$ cat config.mk
export PLATFORM = sky130hd
export DESIGN_NAME = q24_8_format_converter
export DESIGN_NICKNAME = d
export VERILOG_FILES = /design/src/rtl/q24_pkg.sv /design/src/rtl/q24_convert.sv /design/src/rtl/q24_8_format_converter.sv
export SDC_FILE = /design/constraint.sdc
export NUM_CORES = 1
export LEC_CHECK = 0
export ABC_AREA = 1
export BUFFER_PORTS_ARGS = -buffer_cell sky130_fd_sc_hd__clkbuf_2
export CELL_PAD_IN_SITES_DETAIL_PLACEMENT = 2
export CELL_PAD_IN_SITES_GLOBAL_PLACEMENT = 2
export CORE_MARGIN = 2
export CORE_UTILIZATION = 34
export DETAILED_ROUTE_END_ITERATION = 6
export HOLD_SLACK_MARGIN = 0.05
export PLACE_DENSITY_LB_ADDON = 0.1
export SLEW_MARGIN = 15
export SYNTH_ARGS = -nofsm -noshare
export SYNTH_HDL_FRONTEND = slang
export SYNTH_SLANG_ARGS = --single-unit
$ cat constraint.sdc
create_clock -name clk -period 10.5 [get_ports clk]
set_input_delay 2.1 -clock clk [delete_from_list [all_inputs] [get_ports clk]]
set_output_delay 2.1 -clock clk [all_outputs]
set_load 0.01 [all_outputs]
$ cat src/rtl/q24_pkg.sv
// ----------------------------------------------------------------------------
// q24_pkg: shared types and codes of the Q24.8 format converter
// Holds the opcode and status codes and the request and response structs.
// ----------------------------------------------------------------------------
package q24_pkg;

    localparam logic [2:0] OP_INT_TO_FIX   = 3'd0;
    localparam logic [2:0] OP_FLT_TO_FIX   = 3'd1;
    localparam logic [2:0] OP_FIX_TO_INT   = 3'd2;
    localparam logic [2:0] OP_FIX_TO_INT_R = 3'd3;
    localparam logic [2:0] OP_FIX_TO_FLT   = 3'd4;

    localparam logic [1:0] ST_OK  = 2'd0;
    localparam logic [1:0] ST_NAN = 2'd1;
    localparam logic [1:0] ST_OVF = 2'd2;

    typedef struct packed {
        logic [2:0]  opcode;
        logic [31:0] operand;
    } q24_req_t;

    typedef struct packed {
        logic [31:0] result;
        logic [1:0]  status;
    } q24_rsp_t;

endpackage

$ cat src/rtl/q24_convert.sv
// ----------------------------------------------------------------------------
// q24_convert: combinational conversion datapath
// Computes one result word and status from an opcode and operand.
// ----------------------------------------------------------------------------
module q24_convert
    import q24_pkg::*;
#(
    parameter int FRACTION_BITS = 8
)
(
    input  q24_req_t req,
    output q24_rsp_t rsp
);

    localparam int FB = FRACTION_BITS;

    // int to fixed
    logic        i2f_ovf;
    logic [31:0] i2f_val;

    // float to fixed
    logic        f_neg;
    logic [7:0]  f_ex;
    logic [23:0] f_m;
    logic [9:0]  f_sh;      // signed shift: exponent - 150 + FB
    logic [9:0]  f_r;
    logic [63:0] f_q;
    logic [63:0] f_wide;
    logic        f_big;
    logic        f_ovf;
    logic [31:0] f2x_val;
    logic [1:0]  f2x_st;

    // fixed to int / float
    logic        x_neg;
    logic [31:0] x_mag;
    logic [31:0] x_trunc;
    logic [31:0] x_rnd;
    logic [4:0]  x_p;
    logic [31:0] x_norm;
    logic [24:0] x_mant;
    logic        x_guard;
    logic        x_sticky;
    logic        x_up;
    logic [8:0]  x_exp;
    logic [31:0] x_flt;

    always_comb
    begin
        i2f_ovf = ($signed(req.operand) > $signed(32'((64'sd1 <<< (31 - FB)) - 1)))
               || ($signed(req.operand) < $signed(32'(-(64'sd1 <<< (31 - FB)))));
        i2f_val = req.operand << FB;
    end

    always_comb
    begin
        f_neg = req.operand[31];
        f_ex  = req.operand[30:23];
        f_m   = (f_ex == 8'd0) ? {1'b0, req.operand[22:0]} : {1'b1, req.operand[22:0]};
        f_sh  = ((f_ex == 8'd0) ? 10'd1 : {2'b0, f_ex}) - 10'd150 + 10'(FB);
        f_r   = 10'd0 - f_sh;
        f_big = 1'b0;
        f_q   = '0;
        f_wide = {40'b0, f_m};
        if (f_m == 24'd0)
        begin
            f_q = '0;
        end
        else if (!f_sh[9])
        begin
            if (f_sh > 10'd40)
            begin
                f_big = 1'b1;
            end
            else
            begin
                f_q = f_wide << f_sh[5:0];
            end
        end
        else if (f_r <= 10'd25)
        begin
            f_q = (f_wide + (64'd1 << (f_r[4:0] - 5'd1))) >> f_r[4:0];
        end
        f_ovf = f_big || (!f_neg && f_q > 64'h7FFF_FFFF)
                      || (f_neg && f_q > 64'h8000_0000);
        if (f_ex == 8'hFF)
        begin
            f2x_st  = (req.operand[22:0] != 23'd0) ? ST_NAN : ST_OVF;
            f2x_val = '0;
        end
        else if (f_ovf)
        begin
            f2x_st  = ST_OVF;
            f2x_val = '0;
        end
        else
        begin
            f2x_st  = ST_OK;
            f2x_val = f_neg ? 32'd0 - f_q[31:0] : f_q[31:0];
        end
    end

    always_comb
    begin
        x_neg   = req.operand[31];
        x_mag   = x_neg ? 32'd0 - req.operand : req.operand;
        x_trunc = x_mag >> FB;
        x_rnd   = x_trunc + {31'b0, x_mag[FB-1]};
        // leading one position
        x_p = '0;
        for (int i = 0; i < 32; i++)
        begin
            if (x_mag[i])
            begin
                x_p = 5'(i);
            end
        end
        x_norm   = x_mag << (5'd31 - x_p);
        x_guard  = x_norm[7];
        x_sticky = |x_norm[6:0];
        x_up     = x_guard && (x_sticky || x_norm[8]);
        x_mant   = {1'b0, x_norm[31:8]} + {24'b0, x_up};
        x_exp    = 9'({4'b0, x_p} + 9'd127 - 9'(FB)) + {8'b0, x_mant[24]};
        x_flt    = (x_mag == 32'd0) ? 32'd0
                 : {x_neg, x_exp[7:0],
                    x_mant[24] ? x_mant[23:1] : x_mant[22:0]};
    end

    always_comb
    begin
        rsp.result = '0;
        rsp.status = ST_OK;
        case (req.opcode)
            OP_INT_TO_FIX:
            begin
                rsp.status = i2f_ovf ? ST_OVF : ST_OK;
                rsp.result = i2f_ovf ? 32'd0 : i2f_val;
            end
            OP_FLT_TO_FIX:
            begin
                rsp.status = f2x_st;
                rsp.result = f2x_val;
            end
            OP_FIX_TO_INT:   rsp.result = x_neg ? 32'd0 - x_trunc : x_trunc;
            OP_FIX_TO_INT_R: rsp.result = x_neg ? 32'd0 - x_rnd : x_rnd;
            OP_FIX_TO_FLT:   rsp.result = x_flt;
            default:
            begin
                rsp.result = '0;
                rsp.status = ST_OK;
            end
        endcase
    end

endmodule

$ cat src/rtl/q24_8_format_converter.sv
// ----------------------------------------------------------------------------
// q24_8_format_converter: Q24.8 fixed-point format converter
// Converts between integers, IEEE single and fixed-point words.
// ----------------------------------------------------------------------------
// On the way from start to done, the request is
// captured in an input register, converted by the single-pass datapath, and
// the result is registered and shown with done high for one cycle. busy is
// never raised, so a new transaction can start every cycle and results come
// out in order at one per cycle. The receiver cannot stall the output.
module q24_8_format_converter
    import q24_pkg::*;
#(
    parameter int FRACTION_BITS = 8
)
(
    input  logic     clk,
    input  logic     rst_n,
    input  logic     start,
    output logic     busy,
    input  q24_req_t req,
    output logic     done,
    output q24_rsp_t rsp
);

    logic     in_vld_reg;
    q24_req_t in_reg;
    logic     out_vld_reg;
    q24_rsp_t out_reg;
    q24_rsp_t conv_next;

    q24_convert #(.FRACTION_BITS(FRACTION_BITS)) u_conv
    (
        .req (in_reg),
        .rsp (conv_next)
    );

    always_ff @(posedge clk or negedge rst_n)
    begin
        if (!rst_n)
        begin
            in_vld_reg  <= 1'b0;
            out_vld_reg <= 1'b0;
        end
        else
        begin
            in_vld_reg  <= start;
            out_vld_reg <= in_vld_reg;
        end
    end

    always_ff @(posedge clk)
    begin
        if (start)
        begin
            in_reg <= req;
        end
        if (in_vld_reg)
        begin
            out_reg <= conv_next;
        end
    end

    assign busy = 1'b0;
    assign done = out_vld_reg;
    assign rsp  = out_reg;

endmodule

# After elaboration in Yosys (flattened, before gate mapping)
# Index checks and enable logic that the tools add are counted.
# W data, S select, Z words.
dict set report totals {
  out_inout_bits 36
  rom_bits 0
  input_bits 38
  ff_bits 71
  wordCells 105
  memories 0
  latchBits 0
  ramBits 0
}
dict set report op_classes {
  mul 0
  magnitude_cmp 6
  bitwise_logic 0
  div_mod_pow 0
  n_eq_ne 5
  mux 55
  addsub 15
  n_shift 4
  reduce_logical 14
}
# operator count
set ops {}
lappend ops {{$mux W32} 8}
lappend ops {{$mux W64} 4}
lappend ops {{$pmux W32 S5} 1}
lappend ops {{$sub A1 B32 Y32 const A} 3}
lappend ops {{$mux W5} 16}
lappend ops {{$add A24 B64 Y64} 1}
lappend ops {{$gt A64 B31 Y1 const B} 1}
lappend ops {{$gt A64 B32 Y1 const B} 1}
lappend ops {{$shl A1 B5 Y64 const A} 1}
lappend ops {{$shl A24 B6 Y64} 1}
lappend ops {{$shr A64 B5 Y64} 1}
lappend ops {{$add A24 B1 Y25} 2}
lappend ops {{$gt A32 B24 Y1 const B} 1}
lappend ops {{$logic_not A32 Y1} 1}
lappend ops {{$lt A32 B24 Y1 const B} 1}
lappend ops {{$mux W4} 8}
lappend ops {{$shl A32 B5 Y32} 1}
lappend ops {{$sub A1 B24 Y25 const A} 1}
lappend ops {{$logic_not A24 Y1} 1}
lappend ops {{$mux W24} 1}
lappend ops {{$mux W23} 1}
lappend ops {{$reduce_bool A23 Y1} 1}
lappend ops {{$mux W2} 6}
lappend ops {{$mux W3} 4}
lappend ops {{23 further kinds} 32}

# Depth between registers and ports, before layout
# Gate-level depths: netlist of the first run.
dict set report logic_depth {
  ltp_word 42
  depth_mapped 61
}

# Hierarchy
# A second synthesis of the first run with hierarchy kept.
dict set report unflattened {
  hier_cells 2656
  hier_area_um2 14751.6
}
# mod instances cells_each area_per_inst_um2
set by_module_without_submodules {}
lappend by_module_without_submodules {q24_convert 1 2583 12618.4}
lappend by_module_without_submodules {q24_8_format_converter 1 73 2133.3}

# Worst setup path before layout of the first run
# No wires, ideal clock.
dict set report synth_timing {
  path_kind {register to register}
  start {register in_reg[29] in the netlist's numbering}
  end {register out_reg, in the netlist rsp[19], data pin}
  setup_slack_ps 2873
  stages_incl_launch_ff 53
  n_path_buf 5
  t_arrival_ps 7493
  setup_ps 134
  synth_period_minus_slack_ps 7627
  path_cell_list {edfxtp_1 -> nor2_1 -> nand2_1 -> nor3_4 -> nor2_2 -> inv_1 -> buf_2 -> buf_2 -> buf_1 -> ha_1 -> nor2_1 -> nand3_1 -> nand2_2 -> buf_1 -> nand3_1 -> nor2_1 -> ha_1 -> inv_1 -> (+17 left out) -> nand2_1 -> nand3_1 -> nand3_1 -> nand2_1 -> nand2_1 -> inv_1 -> ha_1 -> nand2_1 -> nor2_1 -> nand2_1 -> nor2_2 -> nand3_1 -> nand3_2 -> nand3_4 -> buf_6 -> nor2_1 -> nor2_1 -> nand2_1}
}
# element line
set synth_rtl {}
lappend synth_rtl {{start, declared} q24_8_format_converter.sv:26} ;# q24_req_t in_reg;
lappend synth_rtl {{start signal, assigned} q24_8_format_converter.sv:55} ;# in_reg <= req;
lappend synth_rtl {{end signal, assigned} q24_8_format_converter.sv:59} ;# out_reg <= conv_next;
lappend synth_rtl {{end, declared} q24_8_format_converter.sv:28} ;# q24_rsp_t out_reg;

==> metrics.txt, run 1 <==
Initial Util=34.5%; RSZ-0062 raised after global routing=no; diode count=0; flops & latches, synth=71; Worst path slowest cell=edfxtp_1; Post CTS Setup Buffer Count=0; Primary FF master, synth=edfxtp_1; crit-path max FO=29; leakage power=7.38 nW; Pins Over Slew Limit=0; commonest non-fill, non-tap cells in the layout=797 x nand2_1, 328 x nand3_1, 247 x inv_1, 226 x o21ai_0, 222 x nor2_1; commonest non-fill, non-tap cell in the layout=nand2_1; row count=75; Post-Synthesis Cells=2586; Die Wd=211 um; sw frac=57.6%; Setup Skew=0.0138 ns; Pint=0.956 mW; CP peak stage delay=0.47 ns; FF-to-FF Start=in_reg[29]; sequential element share of the synthesized area=14.6%; Layout area overhead=7.43%; H-tree depth=3; clk_lat worst skew=0.38 ns; Hold Vio Cnt, Final=0; Post-DP Area=15300 um^2; Critical R2R Capture=rsp[27]; cell depth of the worst setup path=49; Comb pwr share=66.3%; Seq. cell area=2120 um^2; min-delay src=in_vld_reg; setup violators final=0; Die ar.=44300 um^2; TritonRoute pass-1 iters=5; Fillers=5557; Endpoint, Worst Hold=done; max-slew headroom at the worst pin=29.1%; status=complete, no violations; PwrDens=145 nW/um^2; wire per inst=24.6 um; TritonCTS clock tree=done; Setup CP Type=reg2reg; hold path depth=1; Final min period=9.49 ns; Final nets=2666; IO Count=74; grt total ovfl=0; maximum VDD drop=136 uV; pin count of the biggest net entering global routing=74; Max Fclk=0.105 GHz; total negative setup slack=0 ns; main area contributors after synthesis=nand2_1 21%, edfxtp_1 14%, nand3_1 11%; syn_nets=2664; share of the synthesized area in the top cell type=20.6%; CP bufs+invs=8; CORE AREA=42000 um^2; unique cell type count in the Yosys netlist=75; average cell area after synthesis=5.61 um^2; clock sink count=71; Psw=1.30 mW; vias in the first global route=18.9k; r2r setup slk=1.01 ns; chip height=211 um; worst-margin pin slew=1.06 ns; clock slew at reported path FFs=0.07 ns; all-layer global routing usage=34.4%; root buffer cell=clkbuf_16; # port buffers=72; Clock Power Share=16.3%; Finished Cell Area=15600 um^2; post-route core utilization=37.1%; CTS max path bufs=2; Worst R2R Path Depth=49; DR iter-0 viols=1637; largest area contributor in the netlist=nand2_1; via count=18.5k; Final period util=90.4%; MaxCap Viol Count=0; first-pass GRT wire length=117000 um; layout cells sized above 1=9.18%; YS warnings=0; final wirelength=77000 um; Num CTS Buffers=9; Seq pwr share=17.4%; Mapped Area=14500 um^2; Crit path max-delay family=simple AND/OR/NAND/NOR gates; asr flop ratio synth=2.82%; Crit. End Element=flip-flop; cell mode on critical path=nand2_1; CP Launch Type=flip-flop; EDFF count, synth=69; post-DR vias/cell=5.92; worst min path class=reg2reg; DRC=0; post-DP HPWL=62600 um; area of the multi-input gates=10800 um^2; Post-DRT Antenna Nets=0; crit path DAT=9.73 ns; Final GP Congestion=1.02; Critical Path RT=10.74 ns; number of antenna violations at the first check in global routing=0; max FFs per register=35
-- layout make-up --
| class | instances | share of cell area (%) |
|---|---|---|
| Multi-Input combinational cell | 2120 | 69.1 |
| Sequential cell | 71 | 13.6 |
| Inverter | 277 | 6.76 |
| Tap cell | 539 | 4.33 |
| Timing Repair Buffer | 109 | 4.09 |
| Clock buffer | 9 | 1.44 |
| Clock inverter | 7 | 0.658 |
-- worst max-delay path by stage --
stage | start | end | slack (ns)
6_report | in_reg[29] | rsp[27] | 1.01
4_1_cts | in_reg[29] | rsp[27] | 0.96
2_1_floorplan | in_reg[29] | rsp[19] | 2.87
3_5_place_dp | in_reg[29] | rsp[27] | 1.12
3_3_place_gp | in_reg[29] | rsp[33] | 1.73
5_1_grt | in_reg[29] | rsp[27] | 0.14
-- stage by stage --
step           power [mW]  setup WS, ns  hold WS [ns]  instances
2_1_floorplan        1.34          2.87         0.607       2586
3_3_place_gp         1.79          1.73         0.730       3116
3_5_place_dp         1.85          1.12         0.749       3116
4_1_cts              2.23         0.962         0.780       3132
5_1_grt              2.41         0.142         0.804       3132
6_report             2.26          1.01         0.783       3132
-- synth_stat cells (10+ instances only) --
cell / n
nand2_1: 797
inv_1: 247
edfxtp_1: 69
nand3b_1: 15
buf_1: 22
o21ai_0: 228
nor2_1: 223
clkbuf_1: 57
or2_2: 12
o21ai_1: 18
nand4_1: 50
nor3_1: 40
nand2_2: 11
nor4_1: 18
a21oi_1: 75
a31oi_1: 22
buf_2: 22
ha_1: 39
nor2_2: 18
xnor2_1: 19
nand3_1: 328
buf_6: 10
xor2_1: 62
o211ai_1: 21
inv_2: 23
-- cell families after synthesis --
logic type	after synthesis	synth area share, %
buffers and inverters	395	11.3
adders and majority gates	40	3.50
xor gates and xnor gates	84	5.30
AOI/OAI and AO/OA	435	17.1
muxes	6	0.414
other	1	0.0258
and+or+nand+nor	1554	47.8
DFF	71	14.6
-- per-layer routing --
metal | wire [um] | track usage [%] | part of all wire [%] | vias to the layer above
met3 | 4650 | 3.98 | 6.0 | 71
met2 | 33800 | 53.5 | 44 | 575
met5 | 0 | 0 | 0 | -
met1 | 37000 | 50.8 | 48 | 9276
met4 | 1550 | 7.31 | 2.0 | 0
li1 | - | - | - | 8617
-- what timing repair did --
item	4_1_cts	5_1_grt
resized for setup	0	1
setup endpoints to repair	0	3
hold buffers	0	0
-- power by group through the flow --
stage                     clock network (mW)  logic, mW  registers (mW)
final                                  0.367       1.50           0.394
after global routing                   0.382       1.63           0.396
after CTS                              0.371       1.46           0.393
after detailed placement                   0       1.45           0.398
after global placement                     0       1.39           0.397
after floorplan                            0      0.959           0.385
No activity file was read; power rests on OpenSTA's default activity.
==> inputs of run 2 (changes only) <==
- CORE_ASPECT_RATIO: unset -> 0.8
- GPL_TIMING_DRIVEN: unset -> 0
==> run 2 against run 1 <==
Largest cell class unchanged. Via count up 4.7%. Utilization rose by 0.86 points. Fmax decreased by 3.1%. Total power up 2.0%. Final area increased by 2.2%. Worst setup slack got worse by 0.31 ns. Flip-flop and latch count unchanged. Non-clock buffer count up 83. Hold slack worse by 0.014 ns. Die area about the same.
==> metrics.txt, run 2 (synthesized netlist as in run 1, its figures left out) <==
status=complete, no violations; Die ar.=44400 um^2 (about the same); Fillers=5516 (-0.74%); worst min path class=reg2reg; clock sink count=71 (unchanged); CP Launch Type=flip-flop; max-slew headroom at the worst pin=10.5% (-19 points); Num CTS Buffers=9 (unchanged); cell mode on critical path=nand2_1; Setup CP Type=reg2reg; TritonRoute pass-1 iters=6 (+1); Final GP Congestion=1.01 (-1.1%); DR iter-0 viols=1836 (+12%); MaxCap Viol Count=0 (unchanged); # port buffers=72 (unchanged); Critical Path RT=10.74 ns (about the same); Pins Over Slew Limit=0 (unchanged); CTS max path bufs=2 (unchanged); Layout area overhead=9.81%; clock slew at reported path FFs=0.07 ns (about the same); final wirelength=85200 um (+11%); Die Wd=235 um (+12%); chip height=189 um (-10%); worst-margin pin slew=1.33 ns (+0.264 ns); PwrDens=145 nW/um^2 (-0.18%); Setup Skew=0.00806 ns (-0.00574 ns); row count=67 (-11%); via count=19.4k (+4.7%); CP peak stage delay=0.45 ns (-0.02 ns); vias in the first global route=19.8k (+4.4%); commonest non-fill, non-tap cell in the layout=nand2_1; all-layer global routing usage=38.2% (+3.8 points); Max Fclk=0.102 GHz (-3.1%); Crit. End Element=flip-flop; Post-DP Area=15600 um^2 (+2.1%); grt total ovfl=0 (unchanged); layout cells sized above 1=9.53% (+0.35 points); commonest non-fill, non-tap cells in the layout=797 x nand2_1, 328 x nand3_1, 247 x inv_1, 222 x o21ai_0, 220 x nor2_1; H-tree depth=3 (unchanged); IO Count=74 (unchanged); Initial Util=34.6% (about the same); maximum VDD drop=88.4 uV (-35%); diode count=0 (unchanged); Finished Cell Area=15900 um^2 (+2.2%); total negative setup slack=0 ns (unchanged); root buffer cell=clkbuf_16; CORE AREA=42000 um^2 (about the same); post-DR vias/cell=6.01 (+1.6%); max FFs per register=35 (unchanged); Final min period=9.80 ns (+0.306 ns); Post-DRT Antenna Nets=0 (unchanged); clk_lat worst skew=0.39 ns (about the same); crit-path max FO=10 (-66%); Final nets=2749 (+3.1%); setup violators final=0 (unchanged); Hold Vio Cnt, Final=0 (unchanged); crit path DAT=10.04 ns (+0.31 ns); RSZ-0062 raised after global routing=no; post-DP HPWL=71900 um (+15%); TritonCTS clock tree=done; pin count of the biggest net entering global routing=37 (-50%); Worst path slowest cell=edfxtp_1; DRC=0 (unchanged); wire per inst=26.4 um (+7.4%); first-pass GRT wire length=128000 um (+9.8%); leakage power=7.48 nW (+1.4%); number of antenna violations at the first check in global routing=0 (unchanged); Final period util=93.3% (+2.9 points)
## run 2: changes by cell type in the layout (fill, tap and decap cells not counted), moves of 3 or more
cell / delta
buf_1: +20
nor2_2: +3
buf_6: +10
o21ai_0: -4
buf_2: +24
buf_4: -29
o21ai_2: +5
clkbuf_1: +57
## run 2: path summary, 6_finish.rpt
check / start / endpoint / slack [ns] / depth (start not counted)
worst max-delay path: in_reg[24] / rsp[15] / 0.70 / 48
worst min-delay path: in_reg[33] / rsp[0] / 0.77 / 1
worst max register to register: in_reg[24] / rsp[15] / 0.70 / 48
worst min register to register: in_reg[33] / rsp[0] / 0.77 / 1
max in group asynchronous: rst_n / in_vld_reg / 8.88 / 1
min in group asynchronous: rst_n / done / 1.50 / 1
## run 2: area by class of cell
cell class / count / area (um^2) / share of cell area (%)
Inverter: 277 / 1050 / 6.61
Buffer: 117 / 579 / 3.64
Tap cell: 552 / 691 / 4.33
Clock buffer: 11 / 233 / 1.46
Sequential cell: 71 / 2120 / 13.3
Timing Repair Buffer: 75 / 383 / 2.40
Clock inverter: 5 / 35.0 / 0.220
Multi-Input combinational cell: 2120 / 10800 / 68.0
## run 2: through the flow
| stage | util, % | cells | setup slack, ns | total power, mW | hold WS (ns) |
|---|---|---|---|---|---|
| 2_1_floorplan | - | 2586 | 2.87 | 1.34 | 0.607 |
| 3_3_place_gp | 37.1 | 3210 | -0.0150 | 1.86 | 0.689 |
| 3_5_place_dp | 37.1 | 3210 | -0.646 | 1.92 | 0.746 |
| 4_1_cts | 37.7 | 3225 | 0.0691 | 2.24 | 0.756 |
| 5_1_grt | 37.9 | 3228 | 0.00499 | 2.45 | 0.774 |
| 6_report | 37.9 | 3228 | 0.702 | 2.30 | 0.770 |
## run 2: report_power, final
| part | switching (mW) | total (mW) | internal (mW) |
|---|---|---|---|
| Clock | 0.148 | 0.308 | 0.160 |
| Combinational | 1.20 | 1.61 | 0.412 |
| Sequential | 0.0377 | 0.388 | 0.350 |
## run 2: timing repair
item	in CTS	in global routing
setup buffers	0	3
resized for setup	5	21
pin swaps	0	3
hold buffers	0	0
endpoints found under the setup margin	33	33
## run 2: routing by layer
layer  track usage, %  share of wire, %  vias up
met3             8.35               8.9       72
met5                0                 0        -
met2             54.7                40      727
met1             57.8                49     9801
li1                 -                 -     8804
met4             7.57               1.7        0
## run 2: critical path, delay by kind of cell (launching register included)
kind | cells | cell delay, ns
compound gates | 10 | 2.11
xor+xnor | 3 | 0.81
fa+ha+maj | 3 | 0.91
buf+inv | 9 | 1.89
flops | 1 | 0.45
simple gates | 23 | 3.41
